==> src/rtl/bfbp_pkg.sv <==
// Shared types and constants for the best-fit block pool.
`default_nettype none

package bfbp_pkg;

	localparam int SLOTS_DEF     = 16;
	localparam int SIZE_BITS_DEF = 32;

	localparam int HANDLE_W   = 4;
	localparam int REQ_W      = 32;
	localparam int BSIZE_W    = 32;
	localparam int STATUS_W   = 3;
	localparam int IN_DATA_W  = 40;
	localparam int OUT_DATA_W = 40;

	typedef enum logic [STATUS_W-1:0] {
		ST_REUSED  = 3'd0,
		ST_NEW     = 3'd1,
		ST_NOROOM  = 3'd2,
		ST_FREED   = 3'd3,
		ST_BADFREE = 3'd4
	} res_status_t;

	typedef struct packed {
		logic start;
		logic scan_en;
		logic shift_en;
		logic do_free;
		logic out_load;
	} dp_cmd_t;

	typedef struct packed {
		logic hit;
		logic scan_end;
		logic full;
		logic shift_done;
		logic out_free;
	} dp_sts_t;

endpackage

`default_nettype wire

==> src/rtl/bfbp_dp.sv <==
// Datapath: size-order and size memories, busy bits, scan pipeline, shifter, output register.
`default_nettype none

module bfbp_dp #(
	parameter int SLOTS     = bfbp_pkg::SLOTS_DEF,
	parameter int SIZE_BITS = bfbp_pkg::SIZE_BITS_DEF
) (
	input  wire logic                            clk,
	input  wire logic                            arst_n,
	input  wire bfbp_pkg::dp_cmd_t               cmd,
	output bfbp_pkg::dp_sts_t                    sts,
	input  wire logic [bfbp_pkg::REQ_W-1:0]      req_in,
	input  wire logic [bfbp_pkg::HANDLE_W-1:0]   fh_in,
	output logic                                 m_tvalid,
	input  wire logic                            m_tready,
	output logic [bfbp_pkg::OUT_DATA_W-1:0]      m_tdata,
	output logic [bfbp_pkg::STATUS_W-1:0]        m_tuser
);
	import bfbp_pkg::*;

	localparam int HW = $clog2(SLOTS);
	localparam int CW = $clog2(SLOTS + 1);

	logic [SIZE_BITS-1:0] size_mem [SLOTS];
	logic [HW-1:0]        ord_mem  [SLOTS];

	logic [CW-1:0]        used_q;
	logic [SLOTS-1:0]     busy_q;
	logic [SIZE_BITS-1:0] req_q;
	logic [HANDLE_W-1:0]  fh_q;
	logic [CW-1:0]        issue_q;
	logic                 v_s1, v_s2;
	logic [CW-1:0]        p_s1, p_s2;
	logic [HW-1:0]        h_s1, h_s2;
	logic [SIZE_BITS-1:0] sz_s2;
	logic                 busy_s2;
	logic [CW-1:0]        ins_q;
	logic                 found_q;
	logic [CW-1:0]        sp_q;
	logic                 wv_s1;
	logic [HW-1:0]        wa_s1;

	logic [HANDLE_W-1:0]  res_handle_q;
	logic [BSIZE_W-1:0]   res_size_q;
	res_status_t          res_status_q;
	logic                 m_tvalid_q;
	logic [OUT_DATA_W-1:0] m_tdata_q;
	logic [STATUS_W-1:0]  m_tuser_q;

	logic [SIZE_BITS+REQ_W-1:0]  req_ext;
	logic [SIZE_BITS-1:0]        req_w;
	logic                        fit, hit_now, last_now;
	logic                        issue, shift_rd, commit;
	logic [CW-1:0]               sp_m1;
	logic [HW-1:0]               ord_ra, ord_wa, ord_wd;
	logic                        ord_we;
	logic [HW-1:0]               new_h;
	logic [HW+HANDLE_W-1:0]      fh_ext;
	logic [HW-1:0]               fh_idx;
	logic                        fh_ok;
	logic [HW+HANDLE_W-1:0]      h2_ext, new_ext;
	logic [SIZE_BITS+BSIZE_W-1:0] sz_ext, req_oext;

	assign req_ext  = {{SIZE_BITS{1'b0}}, req_in};
	assign req_w    = req_ext[SIZE_BITS-1:0];

	assign fit      = sz_s2 >= req_q;
	assign hit_now  = v_s2 && fit && !busy_s2;
	assign last_now = v_s2 && ((p_s2 + CW'(1)) == used_q);

	assign sts.hit        = hit_now;
	assign sts.scan_end   = (used_q == '0) || (last_now && !hit_now);
	assign sts.full       = used_q == CW'(SLOTS);
	assign sts.shift_done = (sp_q == ins_q) && !wv_s1;
	assign sts.out_free   = !m_tvalid_q || m_tready;

	assign issue    = cmd.scan_en && (issue_q < used_q);
	assign shift_rd = cmd.shift_en && (sp_q > ins_q);
	assign commit   = cmd.shift_en && sts.shift_done;
	assign sp_m1    = sp_q - CW'(1);
	assign new_h    = used_q[HW-1:0];

	assign ord_ra = cmd.shift_en ? sp_m1[HW-1:0] : issue_q[HW-1:0];
	assign ord_we = wv_s1 || commit;
	assign ord_wa = commit ? ins_q[HW-1:0] : wa_s1;
	assign ord_wd = commit ? new_h : h_s1;

	assign fh_ext = {{HW{1'b0}}, fh_q};
	assign fh_idx = fh_ext[HW-1:0];
	assign fh_ok  = ({{CW{1'b0}}, fh_q} < {{HANDLE_W{1'b0}}, used_q}) && busy_q[fh_idx];

	assign h2_ext   = {{HANDLE_W{1'b0}}, h_s2};
	assign new_ext  = {{HANDLE_W{1'b0}}, new_h};
	assign sz_ext   = {{BSIZE_W{1'b0}}, sz_s2};
	assign req_oext = {{BSIZE_W{1'b0}}, req_q};

	always_ff @(posedge clk) begin
		if (ord_we)
			ord_mem[ord_wa] <= ord_wd;
		h_s1 <= ord_mem[ord_ra];
	end

	always_ff @(posedge clk) begin
		if (commit)
			size_mem[new_h] <= req_q;
		sz_s2 <= size_mem[h_s1];
	end

	always_ff @(posedge clk) begin
		p_s1    <= issue_q;
		p_s2    <= p_s1;
		h_s2    <= h_s1;
		busy_s2 <= busy_q[h_s1];
		wa_s1   <= sp_q[HW-1:0];
		if (cmd.start) begin
			req_q <= req_w;
			fh_q  <= fh_in;
		end
	end

	always_ff @(posedge clk or negedge arst_n) begin
		if (!arst_n) begin
			used_q       <= '0;
			busy_q       <= '0;
			issue_q      <= '0;
			v_s1         <= 1'b0;
			v_s2         <= 1'b0;
			ins_q        <= '0;
			found_q      <= 1'b0;
			sp_q         <= '0;
			wv_s1        <= 1'b0;
			res_handle_q <= '0;
			res_size_q   <= '0;
			res_status_q <= ST_REUSED;
			m_tvalid_q   <= 1'b0;
			m_tdata_q    <= '0;
			m_tuser_q    <= '0;
		end else begin
			if (cmd.start) begin
				issue_q <= '0;
				v_s1    <= 1'b0;
				v_s2    <= 1'b0;
				ins_q   <= used_q;
				found_q <= 1'b0;
				sp_q    <= used_q;
				wv_s1   <= 1'b0;
			end else begin
				v_s1  <= issue;
				v_s2  <= v_s1;
				wv_s1 <= shift_rd;
				if (issue)
					issue_q <= issue_q + CW'(1);
				if (shift_rd)
					sp_q <= sp_m1;
				if (cmd.scan_en && v_s2 && fit && !found_q) begin
					ins_q   <= p_s2;
					found_q <= 1'b1;
				end
			end

			if (cmd.scan_en && hit_now) begin
				busy_q[h_s2] <= 1'b1;
				res_handle_q <= h2_ext[HANDLE_W-1:0];
				res_size_q   <= sz_ext[BSIZE_W-1:0];
				res_status_q <= ST_REUSED;
			end else if (cmd.scan_en && sts.scan_end && sts.full) begin
				res_handle_q <= '0;
				res_size_q   <= '0;
				res_status_q <= ST_NOROOM;
			end

			if (commit) begin
				busy_q[new_h] <= 1'b1;
				used_q        <= used_q + CW'(1);
				res_handle_q  <= new_ext[HANDLE_W-1:0];
				res_size_q    <= req_oext[BSIZE_W-1:0];
				res_status_q  <= ST_NEW;
			end

			if (cmd.do_free) begin
				if (fh_ok)
					busy_q[fh_idx] <= 1'b0;
				res_handle_q <= fh_q;
				res_size_q   <= '0;
				res_status_q <= fh_ok ? ST_FREED : ST_BADFREE;
			end

			if (cmd.out_load) begin
				m_tvalid_q <= 1'b1;
				m_tdata_q  <= {{(OUT_DATA_W-BSIZE_W-HANDLE_W){1'b0}}, res_size_q, res_handle_q};
				m_tuser_q  <= res_status_q;
			end else if (m_tready) begin
				m_tvalid_q <= 1'b0;
			end
		end
	end

	assign m_tvalid = m_tvalid_q;
	assign m_tdata  = m_tdata_q;
	assign m_tuser  = m_tuser_q;

endmodule

`default_nettype wire

==> src/rtl/bfbp_ctrl.sv <==
// Controller: sequences scan, insert shift, free and result hand-off.
`default_nettype none

module bfbp_ctrl (
	input  wire logic              clk,
	input  wire logic              arst_n,
	input  wire logic              s_tvalid,
	output logic                   s_tready,
	input  wire logic              op,
	output bfbp_pkg::dp_cmd_t      cmd,
	input  wire bfbp_pkg::dp_sts_t sts
);
	import bfbp_pkg::*;

	typedef enum logic [2:0] {
		S_IDLE,
		S_SCAN,
		S_SHIFT,
		S_FREE,
		S_FINISH
	} state_t;

	state_t state_q;

	always_ff @(posedge clk or negedge arst_n) begin
		if (!arst_n) begin
			state_q <= S_IDLE;
		end else begin
			unique case (state_q)
				S_IDLE: begin
					if (s_tvalid)
						state_q <= op ? S_FREE : S_SCAN;
				end
				S_SCAN: begin
					if (sts.hit)
						state_q <= S_FINISH;
					else if (sts.scan_end)
						state_q <= sts.full ? S_FINISH : S_SHIFT;
				end
				S_SHIFT: begin
					if (sts.shift_done)
						state_q <= S_FINISH;
				end
				S_FREE: begin
					state_q <= S_FINISH;
				end
				S_FINISH: begin
					if (sts.out_free)
						state_q <= S_IDLE;
				end
				default: begin
					state_q <= S_IDLE;
				end
			endcase
		end
	end

	assign s_tready     = state_q == S_IDLE;
	assign cmd.start    = (state_q == S_IDLE) && s_tvalid;
	assign cmd.scan_en  = state_q == S_SCAN;
	assign cmd.shift_en = state_q == S_SHIFT;
	assign cmd.do_free  = state_q == S_FREE;
	assign cmd.out_load = (state_q == S_FINISH) && sts.out_free;

endmodule

`default_nettype wire

==> src/rtl/best_fit_block_pool.sv <==
// Top level of the best-fit block pool: controller plus datapath.
// Free: the free state checks the handle and clears its busy mark; the finish state loads the result word.
// Allocate: scans the N blocks (one order-memory read per cycle, two-stage read pipeline),
// plus one-entry-per-cycle order-memory shifting when a block is created.
// One word in flight; a finished result may wait in the output register
// while the next word is taken.
// Reset (arst_n low) empties the table and clears all busy marks; no clearing pass.
`default_nettype none

module best_fit_block_pool #(
	parameter int SLOTS     = bfbp_pkg::SLOTS_DEF,
	parameter int SIZE_BITS = bfbp_pkg::SIZE_BITS_DEF
) (
	input  wire logic                              clk,
	input  wire logic                              arst_n,
	input  wire logic                              s_tvalid,
	output logic                                   s_tready,
	input  wire logic [bfbp_pkg::IN_DATA_W-1:0]    s_tdata,  // request_size, free_handle
	input  wire logic [0:0]                        s_tuser,  // opcode
	output logic                                   m_tvalid,
	input  wire logic                              m_tready,
	output logic [bfbp_pkg::OUT_DATA_W-1:0]        m_tdata,  // result_handle, block_size
	output logic [bfbp_pkg::STATUS_W-1:0]          m_tuser   // result_status
);
	import bfbp_pkg::*;

	dp_cmd_t cmd;
	dp_sts_t sts;

	bfbp_ctrl u_ctrl (
		.clk      (clk),
		.arst_n   (arst_n),
		.s_tvalid (s_tvalid),
		.s_tready (s_tready),
		.op       (s_tuser[0]),
		.cmd      (cmd),
		.sts      (sts)
	);

	bfbp_dp #(
		.SLOTS     (SLOTS),
		.SIZE_BITS (SIZE_BITS)
	) u_dp (
		.clk      (clk),
		.arst_n   (arst_n),
		.cmd      (cmd),
		.sts      (sts),
		.req_in   (s_tdata[REQ_W-1:0]),
		.fh_in    (s_tdata[REQ_W+HANDLE_W-1:REQ_W]),
		.m_tvalid (m_tvalid),
		.m_tready (m_tready),
		.m_tdata  (m_tdata),
		.m_tuser  (m_tuser)
	);

endmodule

`default_nettype wire
==> config.mk <==
export PLATFORM = sky130hd
export DESIGN_NAME = best_fit_block_pool
export DESIGN_NICKNAME = d
export VERILOG_FILES = /design/src/rtl/bfbp_pkg.sv /design/src/rtl/bfbp_dp.sv /design/src/rtl/bfbp_ctrl.sv /design/src/rtl/best_fit_block_pool.sv
export SDC_FILE = /design/constraint.sdc
export NUM_CORES = 1
export LEC_CHECK = 0
export BUFFER_PORTS_ARGS = -buffer_cell sky130_fd_sc_hd__buf_2
export CAP_MARGIN = 20
export CORE_UTILIZATION = 60
export CTS_CLUSTER_SIZE = 14
export DETAILED_ROUTE_END_ITERATION = 8
export PLACE_DENSITY_LB_ADDON = 0.25
export SYNTH_ARGS = -nofsm -noshare
export SYNTH_HDL_FRONTEND = slang
export SYNTH_SLANG_ARGS = --single-unit
==> constraint.sdc <==
create_clock -name clk -period 7.8 [get_ports clk]
set_input_delay 0.78 -clock clk [delete_from_list [all_inputs] [get_ports clk]]
set_output_delay 0.78 -clock clk [all_outputs]
set_load 0.005 [all_outputs]
# Word level (Yosys, flattened, before mapping)
# Memory sizes are Yosys's and may differ from the RTL's. A register that Yosys moved wholly into a read port is not among the register bits.
# Index checks and enable logic that the tools add are counted.
[totals]
wordCells = 146
mem_count = 2
inputBits = 45
ram_bits = 576
ff_bits = 177
[mem_list]
columns = ["name", "words", "word_bits", "read_ports", "rd_clocked_by_memory_dff", "wr", "line", "source"]
rows = [
  ["u_dp.size_mem", 16, 32, 1, 1, 1, "bfbp_dp.sv:24", "logic [SIZE_BITS-1:0] size_mem [SLOTS];"],
  ["u_dp.ord_mem", 16, 4, 1, 1, 1, "bfbp_dp.sv:25", "logic [HW-1:0] ord_mem [SLOTS];"],
]
[classes]
n_mux = 55
reduce_logical = 36
eq_ne = 11
n_lt_le_gt_ge = 11
bitwise_logic = 4
addsub = 4
[op_table]
columns = ["cell", "count"]
rows = [
  ["32-bit two-way mux", 4],
  ["16-bit two-way mux", 4],
  ["3-bit two-way mux", 11],
  ["32-bit >= comparator", 1],
  ["16-bit bitwise OR", 2],
  ["5-bit two-way mux", 6],
  ["4-bit two-way mux", 7],
  ["1-bit logical AND", 20],
  ["4-bit by 5-bit less-than comparator with 1-bit output (second input constant)", 4],
  ["16-bit AND", 1],
  ["1-bit two-way mux", 16],
  ["16-bit inverter", 1],
  ["5-bit by 1-bit adder with 5-bit output (second input constant)", 3],
  ["3-bit one-hot mux with 5 select lines", 1],
  ["1-bit demux with 4-bit select", 3],
  ["4-bit by 1-bit >= comparator with 1-bit output (second input constant)", 3],
  ["5-bit == test", 2],
  ["1-bit binary-select mux with 4-bit select", 2],
  ["2-bit nonzero test", 4],
  ["3-bit by 2-bit == test with 1-bit output (second input constant)", 2],
  ["5-bit == test (second input constant)", 1],
  ["5-bit greater-than comparator", 1],
  ["1-bit zero test", 5],
  ["5-bit zero test", 1],
  ["other kinds (13)", 16],
]

# Logic depth before layout (Yosys ltp)
# Gate-level depths: netlist (run 1).
[logic_depth]
depth_word = 12
depth_mapped = 10
ltp_nobuf = 9

# Cells and area by module
# From an unflattened synthesis (run 1), not the netlist that was laid out.
[hier_totals]
cells_unflattened = 1684
hier_area_um2 = 31073.6
[by_module_without_submodules]
columns = ["mod", "seq_area_each_um2", "n_inst", "area_each_um2", "cells_per_inst"]
rows = [
  ["bfbp_dp", 22456.5, 1, 30862.1, 1660],
  ["bfbp_ctrl", 75.1, 1, 211.5, 24],
]

# Least setup slack after synthesis (run 1)
# OpenSTA, ideal clock, no wires.
[synth_timing]
path_kind = "flip-flop to flip-flop"
start = "reg u_ctrl.state_q[2]"
end = "mem u_dp.size_mem[1][0] in the netlist's numbering (enable)"
t_arrival_ns = 4.017
setup_slack_ns = 3.320
path_stages_with_launch = 8
synth_period_minus_slack_ns = 4.480
setup_time_ns = 0.463
path_cell_list = "dfrtp_1 clkbuf_1 or3b_1 clkbuf_1 nor3_1 clkbuf_1 nand2_1 nor3_1"
[synth_via]
elab_chain_cells = 4
[synth_rtl]
columns = ["element", "line", "source"]
rows = [
  ["from (decl)", "bfbp_ctrl.sv:23", "state_t state_q;"],
  ["from (signal assigned)", "bfbp_ctrl.sv:32", "state_q <= op ? S_FREE : S_SCAN;"],
  ["from (signal assigned)", "bfbp_ctrl.sv:38", "state_q <= sts.full ? S_FINISH : S_SHIFT;"],
  ["3-bit by 2-bit == test with 1-bit output", "bfbp_ctrl.sv:61", "assign cmd.shift_en = state_q == S_SHIFT;"],
  ["1-bit logical AND", "bfbp_dp.sv:79", "assign commit = cmd.shift_en && sts.shift_done;"],
  ["1-bit two-way mux", "bfbp_dp.sv:104", "if (commit)"],
  ["1-bit two-way mux (not written as such)", "bfbp_dp.sv:105", "size_mem[new_h] <= req_q;"],
  ["to (decl)", "bfbp_dp.sv:24", ""],
]
# No other way between the ends.

# Worst setup path in the final report (run 1)
[layout_timing]
start = "reg u_dp.req_q[15]"
end = "reg u_dp.busy_q[2]"
[layout_via]
elab_chain_cells = 10
[layout_rtl]
columns = ["element", "line", "source"]
rows = [
  ["from (decl)", "bfbp_dp.sv:29", "logic [SIZE_BITS-1:0] req_q;"],
  ["from (signal assigned)", "bfbp_dp.sv:116", "req_q <= req_w;"],
  ["32-bit >= comparator (*)", "bfbp_dp.sv:67", "assign fit = sz_s2 >= req_q;"],
  ["1-bit logical AND (*) (2 in series)", "bfbp_dp.sv:68", "assign hit_now = v_s2 && fit && !busy_s2;"],
  ["1-bit logical AND (*)", "bfbp_dp.sv:161", "if (cmd.scan_en && hit_now) begin"],
  ["16-bit two-way mux (*)", "bfbp_dp.sv:161", ""],
  ["16-bit bitwise OR (no line)", "n/a", ""],
  ["16-bit two-way mux (*)", "bfbp_dp.sv:172", "if (commit) begin"],
  ["16-bit AND (no line)", "n/a", ""],
  ["16-bit two-way mux", "bfbp_dp.sv:181", "if (fh_ok)"],
  ["16-bit two-way mux (*)", "bfbp_dp.sv:180", "if (cmd.do_free) begin"],
  ["to (signal, indexed assignment)", "bfbp_dp.sv:162", "busy_q[h_s2] <= 1'b1;"],
  ["to (signal, indexed assignment)", "bfbp_dp.sv:173", "busy_q[new_h] <= 1'b1;"],
  ["to (signal, indexed assignment)", "bfbp_dp.sv:182", "busy_q[fh_idx] <= 1'b0;"],
  ["to (decl)", "bfbp_dp.sv:28", "logic [SLOTS-1:0] busy_q;"],
]
# Every way passes the cells marked *; elsewhere a longest branch is shown, timed or not.
# A chain may end at the register's enable or synchronous reset.

==> out/qor.csv, run 1 <==
stage,metric,value,unit
yosys,netlist_top_cells_area,"edfxtp_1, mux4_2, dfrtp_1",
yosys,synthDistinctLibCells,60,
die,num_io_pins,90,
hold_path,holdCritPathClass,primary input to asynchronous set/reset pin,
cells_and_area,fin_area,34800,um2
clock_network,cts_tree,done,
cells_and_area,final_common_cell,edfxtp_1,
clock_network,cts-resized-gates,0,
critical_path,crit_slowest_cell,nor4_1,
route,wl,69200,um
power_and_ir_drop,vdd_drop_max,0.000287,V
yosys,synth-edff-count,612,
timing,finalCritPeriodShare,0.555,
yosys,yosysTopAreaCell,edfxtp_1,
route,dr.pass1.iters,7,
timing,finalHoldViolations,0,
die,initial_core_util,0.611,
clock_network,htreeDepth,3,
clock_network,clock-sinks,789,
die,die_x,229,um
global_routing,grt_pass1_wl,104000,um
die,core-area,50500,um2
critical_path,worst_setup_path_end_kind,flop,
route,dr.first_iter.drc_count,1967,
critical_path,max_stage_delay,0.75,ns
timing,fmaxAchievable,0.231,GHz
yosys,yosys_warnings,0,
timing,setup_viol,0,
timing,finClkSkew,0.0187,ns
route,avgViaCountPerCell,6.44,
power_and_ir_drop,power,12600,uW
critical_path,start_kind,flop,
clock_network,cts.clk_slew.worst_paths,0.06,ns
place,gp_congestion,0.866,
die,dieHeight,229,um
clock_network,numCtsBuffers,78,
global_routing,grt-ovfl-total,0,
power_and_ir_drop,pwr_density_cell,362,nW/um2
die,die_area,52300,um2
yosys,avgSynthCellArea,18.4,um2
status,status,finished clean,
yosys,netlist_area,30900,um2
place,dpl_cell_area,32200,um2
place,io_buffers,81,
timing,drv_slew,0,
route,routedWlPerCell,27.3,um
global_routing,antenna_found_initial,0,
yosys,ys_ff_latch,789,
yosys,ys_async_sr_fraction,0.155,
cells_and_area,drive_gt1_frac,0.252,
die,fp-row-count,82,
route,drc_errors,0,
critical_path,critPathBufInv,2,
clock_network,insertion_delay,0.62,ns
cells_and_area,nets,1896,
global_routing,track_usage,0.272,
clock_network,max-clock-path-buffers,3,
clock_network,cts_root_buf,clkbuf_16,
power_and_ir_drop,power_leakage,0.0124,uW
global_routing,grt_pass1_vias,16700,
critical_path,path_class,flop to flop,
yosys,syn_inst,1679,
job,drv_cap,0,
timing,tightest_slew,1.09,ns
timing,slew_headroom,0.275,
cells_and_area,final_cell_mix,"edfxtp_1, mux4_2, dfrtp_1, nand2_1, nor2_1",
route,ant_nets,0,
global_routing,grt_max_degree,78,
timing,rsz0062_at_grt,no,
place,dpl.hpwl,38000,um
cells_and_area,diodes,0,
yosys,synth_flop_cell,edfxtp_1,
critical_path,cp.arrival,4.86,ns
timing,whs,0.115,ns
route,dr_total_vias,16400,
yosys,synth_top_area_frac,0.596,
yosys,ys_seq_area_frac,0.730,
critical_path,cp.required,8.33,ns
clock_network,ctsHoldBuffers,0,
timing,fin_crit,4.33,ns
clock_network,post-cts-setup-buffers,0,
critical_path,worstPathMaxFanout,53,
timing,tns,0,ns
critical_path,critPathTopFamily,compound AO/OA/AOI/OAI gates,
critical_path,cp_cell_sequence,inv_1 > ha_1 > nand2_1 > nor4_1 > o2111ai_1 > a31o_1 > a2111oi_4 > buf_4 > nand4b_1 > a32oi_1,
cells_and_area,syn2layout_area_growth,12.8,%
cells_and_area,final_util,0.690,
## cells in the mapped netlist (8+ instances only)
master      n
dfrtp_1   122
nand4_1    12
ha_1       51
dfxtp_1    55
mux4_2    170
a21oi_1    29
nor2_1     99
a211oi_1   18
a32oi_1    13
a31oi_1    15
and2_1      8
edfxtp_1  612
xnor2_1     9
buf_1      18
a221o_1    33
clkbuf_1   61
nand2_1    89
and2_0      8
inv_1      58
mux2_2     37
nor3_1     11
o21ai_0    21
nand3_1    17
mux2i_1    10
o21ai_1     8
## registers in the layout, summed over array words and instances, names as in the netlist, 3 cells and up
name,count
u_dp.res_size_q,32
u_dp.p_s2,5
u_dp.issue_q,5
u_dp.req_q,32
u_dp.ord_mem,64
u_dp.sz_s2,32
u_dp.res_status_q,3
u_dp.p_s1,5
u_dp.wa_s1,4
u_dp.busy_q,16
u_dp.m_tdata,36
u_dp.m_tuser,3
u_dp.ins_q,5
u_dp.h_s2,4
u_dp.size_mem,512
u_dp.res_handle_q,4
u_dp.h_s1,4
u_dp.used_q,5
u_dp.fh_idx,4
u_dp.sp_q,5
u_ctrl.state_q,3
## metal layers
metal / vias up / track usage / part of all wire / routed length, um
li1: 6938 / - / - / -
met1: 8553 / 0.380 / 0.40 / 27900
met2: 738 / 0.445 / 0.50 / 34500
met3: 123 / 0.0378 / 0.069 / 4800
met4: 0 / 0.0992 / 0.029 / 1980
met5: - / 0 / 0 / 0
## through the flow
step / cells / worst slack, ns
5_1_grt: 2538 / 3.26
3_3_place_gp: 2389 / 3.67
4_1_cts: 2536 / 3.47
3_5_place_dp: 2390 / 3.55
6_report: 2538 / 3.47
2_1_floorplan: 1682 / 3.32
## layout make-up
type                    count  area (um2)
clock inverters            24         153
inverters                  59         221
well taps                 672         841
flip-flops and latches    789       22500
clock buffers             122        2380
repair buffers            123         751
fillers                  3197       15700
multi-input cells         749        7920
## cell families (layout without fill, tap and decap cells)
family / count (synthesis) / count (layout) / share of synthesized area
compound gates: 185 / 185 / 0.0450
flops: 789 / 789 / 0.730
xor+xnor: 14 / 14 / 0.00397
simple gates: 278 / 278 / 0.0411
fa+ha+maj: 51 / 51 / 0.0207
mux: 217 / 217 / 0.141
other cells: 1 / 4 / 0.000122
buf+inv: 144 / 328 / 0.0181
## report_power, final
group / switching, uW / internal, uW
registers: 601 / 5180
logic: 1630 / 1530
clock network: 1530 / 2140
## final timing paths
kind / startpoint / end / slack [ns] / depth (start not counted)
setup / recovery: u_dp.req_q[15] / u_dp.busy_q[2] / 3.47 / 10
hold / removal: arst_n / u_dp.m_tdata[20] / 0.12 / 1
max in group asynchronous: arst_n / u_dp.m_tdata[32] / 6.64 / 3
hold reg to reg: u_dp.p_s1[2] / u_dp.p_s2[2] / 0.33 / 0
min in group clk: u_dp.p_s1[2] / u_dp.p_s2[2] / 0.33 / 0
setup reg to reg: u_dp.req_q[15] / u_dp.busy_q[2] / 3.47 / 10
Note: power is estimated with default switching activity, not from simulation.
==> inputs of run 2 (changes only) <==
--- a/config.mk
+++ b/config.mk
@@ -7,7 +7,7 @@
 export LEC_CHECK = 0
 export BUFFER_PORTS_ARGS = -buffer_cell sky130_fd_sc_hd__buf_2
 export CAP_MARGIN = 20
-export CORE_UTILIZATION = 60
+export CORE_UTILIZATION = 56
 export CTS_CLUSTER_SIZE = 14
 export DETAILED_ROUTE_END_ITERATION = 8
 export PLACE_DENSITY_LB_ADDON = 0.25
==> constraint.sdc (replaced) <==
create_clock -name clk -period 3.7 [get_ports clk]
set_input_delay 0.37 -clock clk [delete_from_list [all_inputs] [get_ports clk]]
set_output_delay 0.37 -clock clk [all_outputs]
set_load 0.005 [all_outputs]
==> out/qor.csv, run 2 (synthesis gave the netlist of run 1 again) <==
stage,metric,value,unit,change
timing,whs,0.105,ns,-0.0102 ns
cells_and_area,nets,1993,,+5.1%
route,wl_met2,35000,um,+1.3%
timing,finClkSkew,0.0163,ns,-0.00246 ns
route,met3WireLength,4760,um,-0.90%
clock_network,clock-sinks,789,,unchanged
global_routing,grt-ovfl-total,0,,unchanged
cells_and_area,fin_cells,2660,,+4.8%
cells_and_area,diodes,0,,unchanged
place,gp_congestion,0.850,,-1.9%
critical_path,path_class,flop to flop,,
timing,fin_crit,3.48,ns,-0.851 ns
cells_and_area,regMostFlops,u_dp.size_mem,,
job,drv_cap,0,,unchanged
die,die_x,237,um,+3.5%
cells_and_area,fin_area,35700,um2,+2.6%
cells_and_area,largest_reg_flops,512,,unchanged
power_and_ir_drop,pwr_density_cell,750,nW/um2,+110%
die,dieHeight,237,um,+3.5%
route,drc_errors,0,,unchanged
cells_and_area,final_common_cell,edfxtp_1,,
critical_path,worstPathMaxFanout,30,,-43%
critical_path,start_kind,flop,,
clock_network,cts.clk_slew.worst_paths,0.06,ns,about the same
route,dr_total_vias,16500,,+1.2%
clock_network,cts_root_buf,clkbuf_16,,
route,routedWlPerCell,26.6,um,-2.4%
global_routing,track_usage,0.261,,-0.0111
cells_and_area,ff_latch_area,22500,um2,unchanged
cells_and_area,final_cell_mix,"edfxtp_1, mux4_2, dfrtp_1, buf_4, nand2_1",,
global_routing,grt_max_degree,83,,+6.4%
clock_network,insertion_delay,0.63,ns,about the same
critical_path,worst_setup_path_end_kind,flop,,
place,dpl_cell_area,32700,um2,+1.5%
power_and_ir_drop,internal-power,18700,uW,+110%
cells_and_area,syn2layout_area_growth,15.7,%,
power_and_ir_drop,power_leakage,0.0129,uW,+3.5%
timing,finalHoldViolations,0,,unchanged
cells_and_area,fillers,3625,,+13%
global_routing,grt_pass1_wl,107000,um,+2.5%
die,fp-row-count,85,,+3.7%
timing,finalCritPeriodShare,0.941,,+0.385
route,dr.first_iter.drc_count,1647,,-16%
timing,rsz0062_at_grt,no,,
power_and_ir_drop,pwr-share-clk,0.285,,-0.006
place,place_inst,2457,,+2.8%
power_and_ir_drop,p_switching,8100,uW,+120%
route,ant_nets,0,,unchanged
timing,setup_viol,0,,unchanged
place,io_buffers,81,,unchanged
critical_path,cp.required,4.24,ns,-4.09 ns
clock_network,max-clock-path-buffers,3,,unchanged
global_routing,antenna_found_initial,0,,unchanged
critical_path,regToRegSetupSlack,0.22,ns,-3.25 ns
cells_and_area,drive_gt1_frac,0.269,,+0.0164
route,avgViaCountPerCell,6.22,,-3.4%
cells_and_area,multi_input_area,7940,um2,+0.32%
timing,drv_slew,0,,unchanged
timing,tightest_slew,1.11,ns,+0.0236 ns
power_and_ir_drop,seqPwrFrac,0.446,,-0.012
status,status,finished clean,,
hold_path,holdCritPathClass,primary input to flop,,
route,wl,70800,um,+2.3%
route,wl_met1,28900,um,+3.4%
power_and_ir_drop,power_frac_comb,0.269,,+0.018
die,num_io_pins,90,,unchanged
place,dpl.hpwl,40300,um,+6.2%
timing,slew_headroom,0.259,,-0.0157
cells_and_area,final_util,0.660,,-0.0299
clock_network,cts_tree,done,,
power_and_ir_drop,vdd_drop_max,0.000486,V,+69%
clock_network,htreeDepth,3,,unchanged
critical_path,cp.arrival,4.02,ns,-0.84 ns
route,top_layer,met4,,
clock_network,numCtsBuffers,79,,+1.3%
power_and_ir_drop,power,26800,uW,+110%
die,core-area,54100,um2,+7.2%
timing,fmaxAchievable,0.287,GHz,+24%
power_and_ir_drop,swShare,0.302,,+0.00399
die,initial_core_util,0.570,,-0.0413
global_routing,grt_pass1_vias,16900,,+0.91%
route,dr.pass1.iters,5,,-2
die,die_area,56000,um2,+7.1%
-- run 2: cell types whose count changed in the layout (fill, tap and decap cells not counted), moves of 5 or more --
cell	before	now
buf_12	0	10
clkinv_2	8	13
dlygate4sd3_1	0	37
buf_4	40	91
clkbuf_16	84	79
clkbuf_8	14	5
clkinv_1	11	19
-- run 2: power by group through the flow --
stage | clock network [uW] | logic [uW] | registers (uW)
5_1_grt | 8100 | 7800 | 12100
4_1_cts | 7770 | 7210 | 12000
6_report | 7650 | 7200 | 11900
3_3_place_gp | 0 | 6950 | 12100
2_1_floorplan | 0 | 5130 | 11600
3_5_place_dp | 0 | 7110 | 12100
-- run 2: what timing repair did --
| action | CTS | global route |
|---|---|---|
| buffers inserted | 0 | 18 |
| setup endpoints to repair | 31 | 52 |
| hold buffers | 37 | 0 |
| hold endpoints to repair | 117 | 0 |
| resized for setup | 1 | 0 |
-- run 2: per-layer routing --
layer / track usage / vias up
met5: 0 / -
met3: 0.0460 / 158
met4: 0.0889 / 0
met1: 0.365 / 8597
met2: 0.420 / 657
li1: - / 7137
-- run 2: path summary, 6_finish.rpt --
path	from	endpoint	cells after the start
max in group asynchronous	arst_n	u_dp.m_tdata[35]	3
max reg2reg	u_dp.req_q[30]	u_dp.res_handle_q[3]	10
min reg2reg	u_dp.p_s1[0]	u_dp.p_s2[0]	0
min in group asynchronous	arst_n	u_dp.res_size_q[24]	2
min	m_tready	u_dp.m_tvalid	3
max	u_dp.req_q[30]	u_dp.res_handle_q[3]	10
-- run 2: area by class of cell --
class | count | area share
clock buffers | 105 | 0.0595
well taps | 696 | 0.0244
repair buffers | 219 | 0.0466
multi-input cells | 749 | 0.222
flip-flops and latches | 789 | 0.631
clock inverters | 43 | 0.00964
inverters | 59 | 0.00620
-- run 2: through the flow --
stage / worst slack, ns / setup TNS, ns
floorplan: 0.0947 / 0
global placement: 0.160 / 0
detailed placement: -0.0173 / -0.0690
CTS: 0.162 / 0
global route: 0.00882 / 0
finish: 0.220 / 0
-- run 2: critical path: stages (launching register included) --
cell and delay (ns):
edfxtp_1 0.67, inv_1 0.12, ha_1 0.35, nand4_1 0.16, nor4_1 0.56, nand2_1 0.13
a31oi_1 0.18, a211oi_1 0.12, a2111oi_2 0.58, buf_12 0.30, mux2i_1 0.22
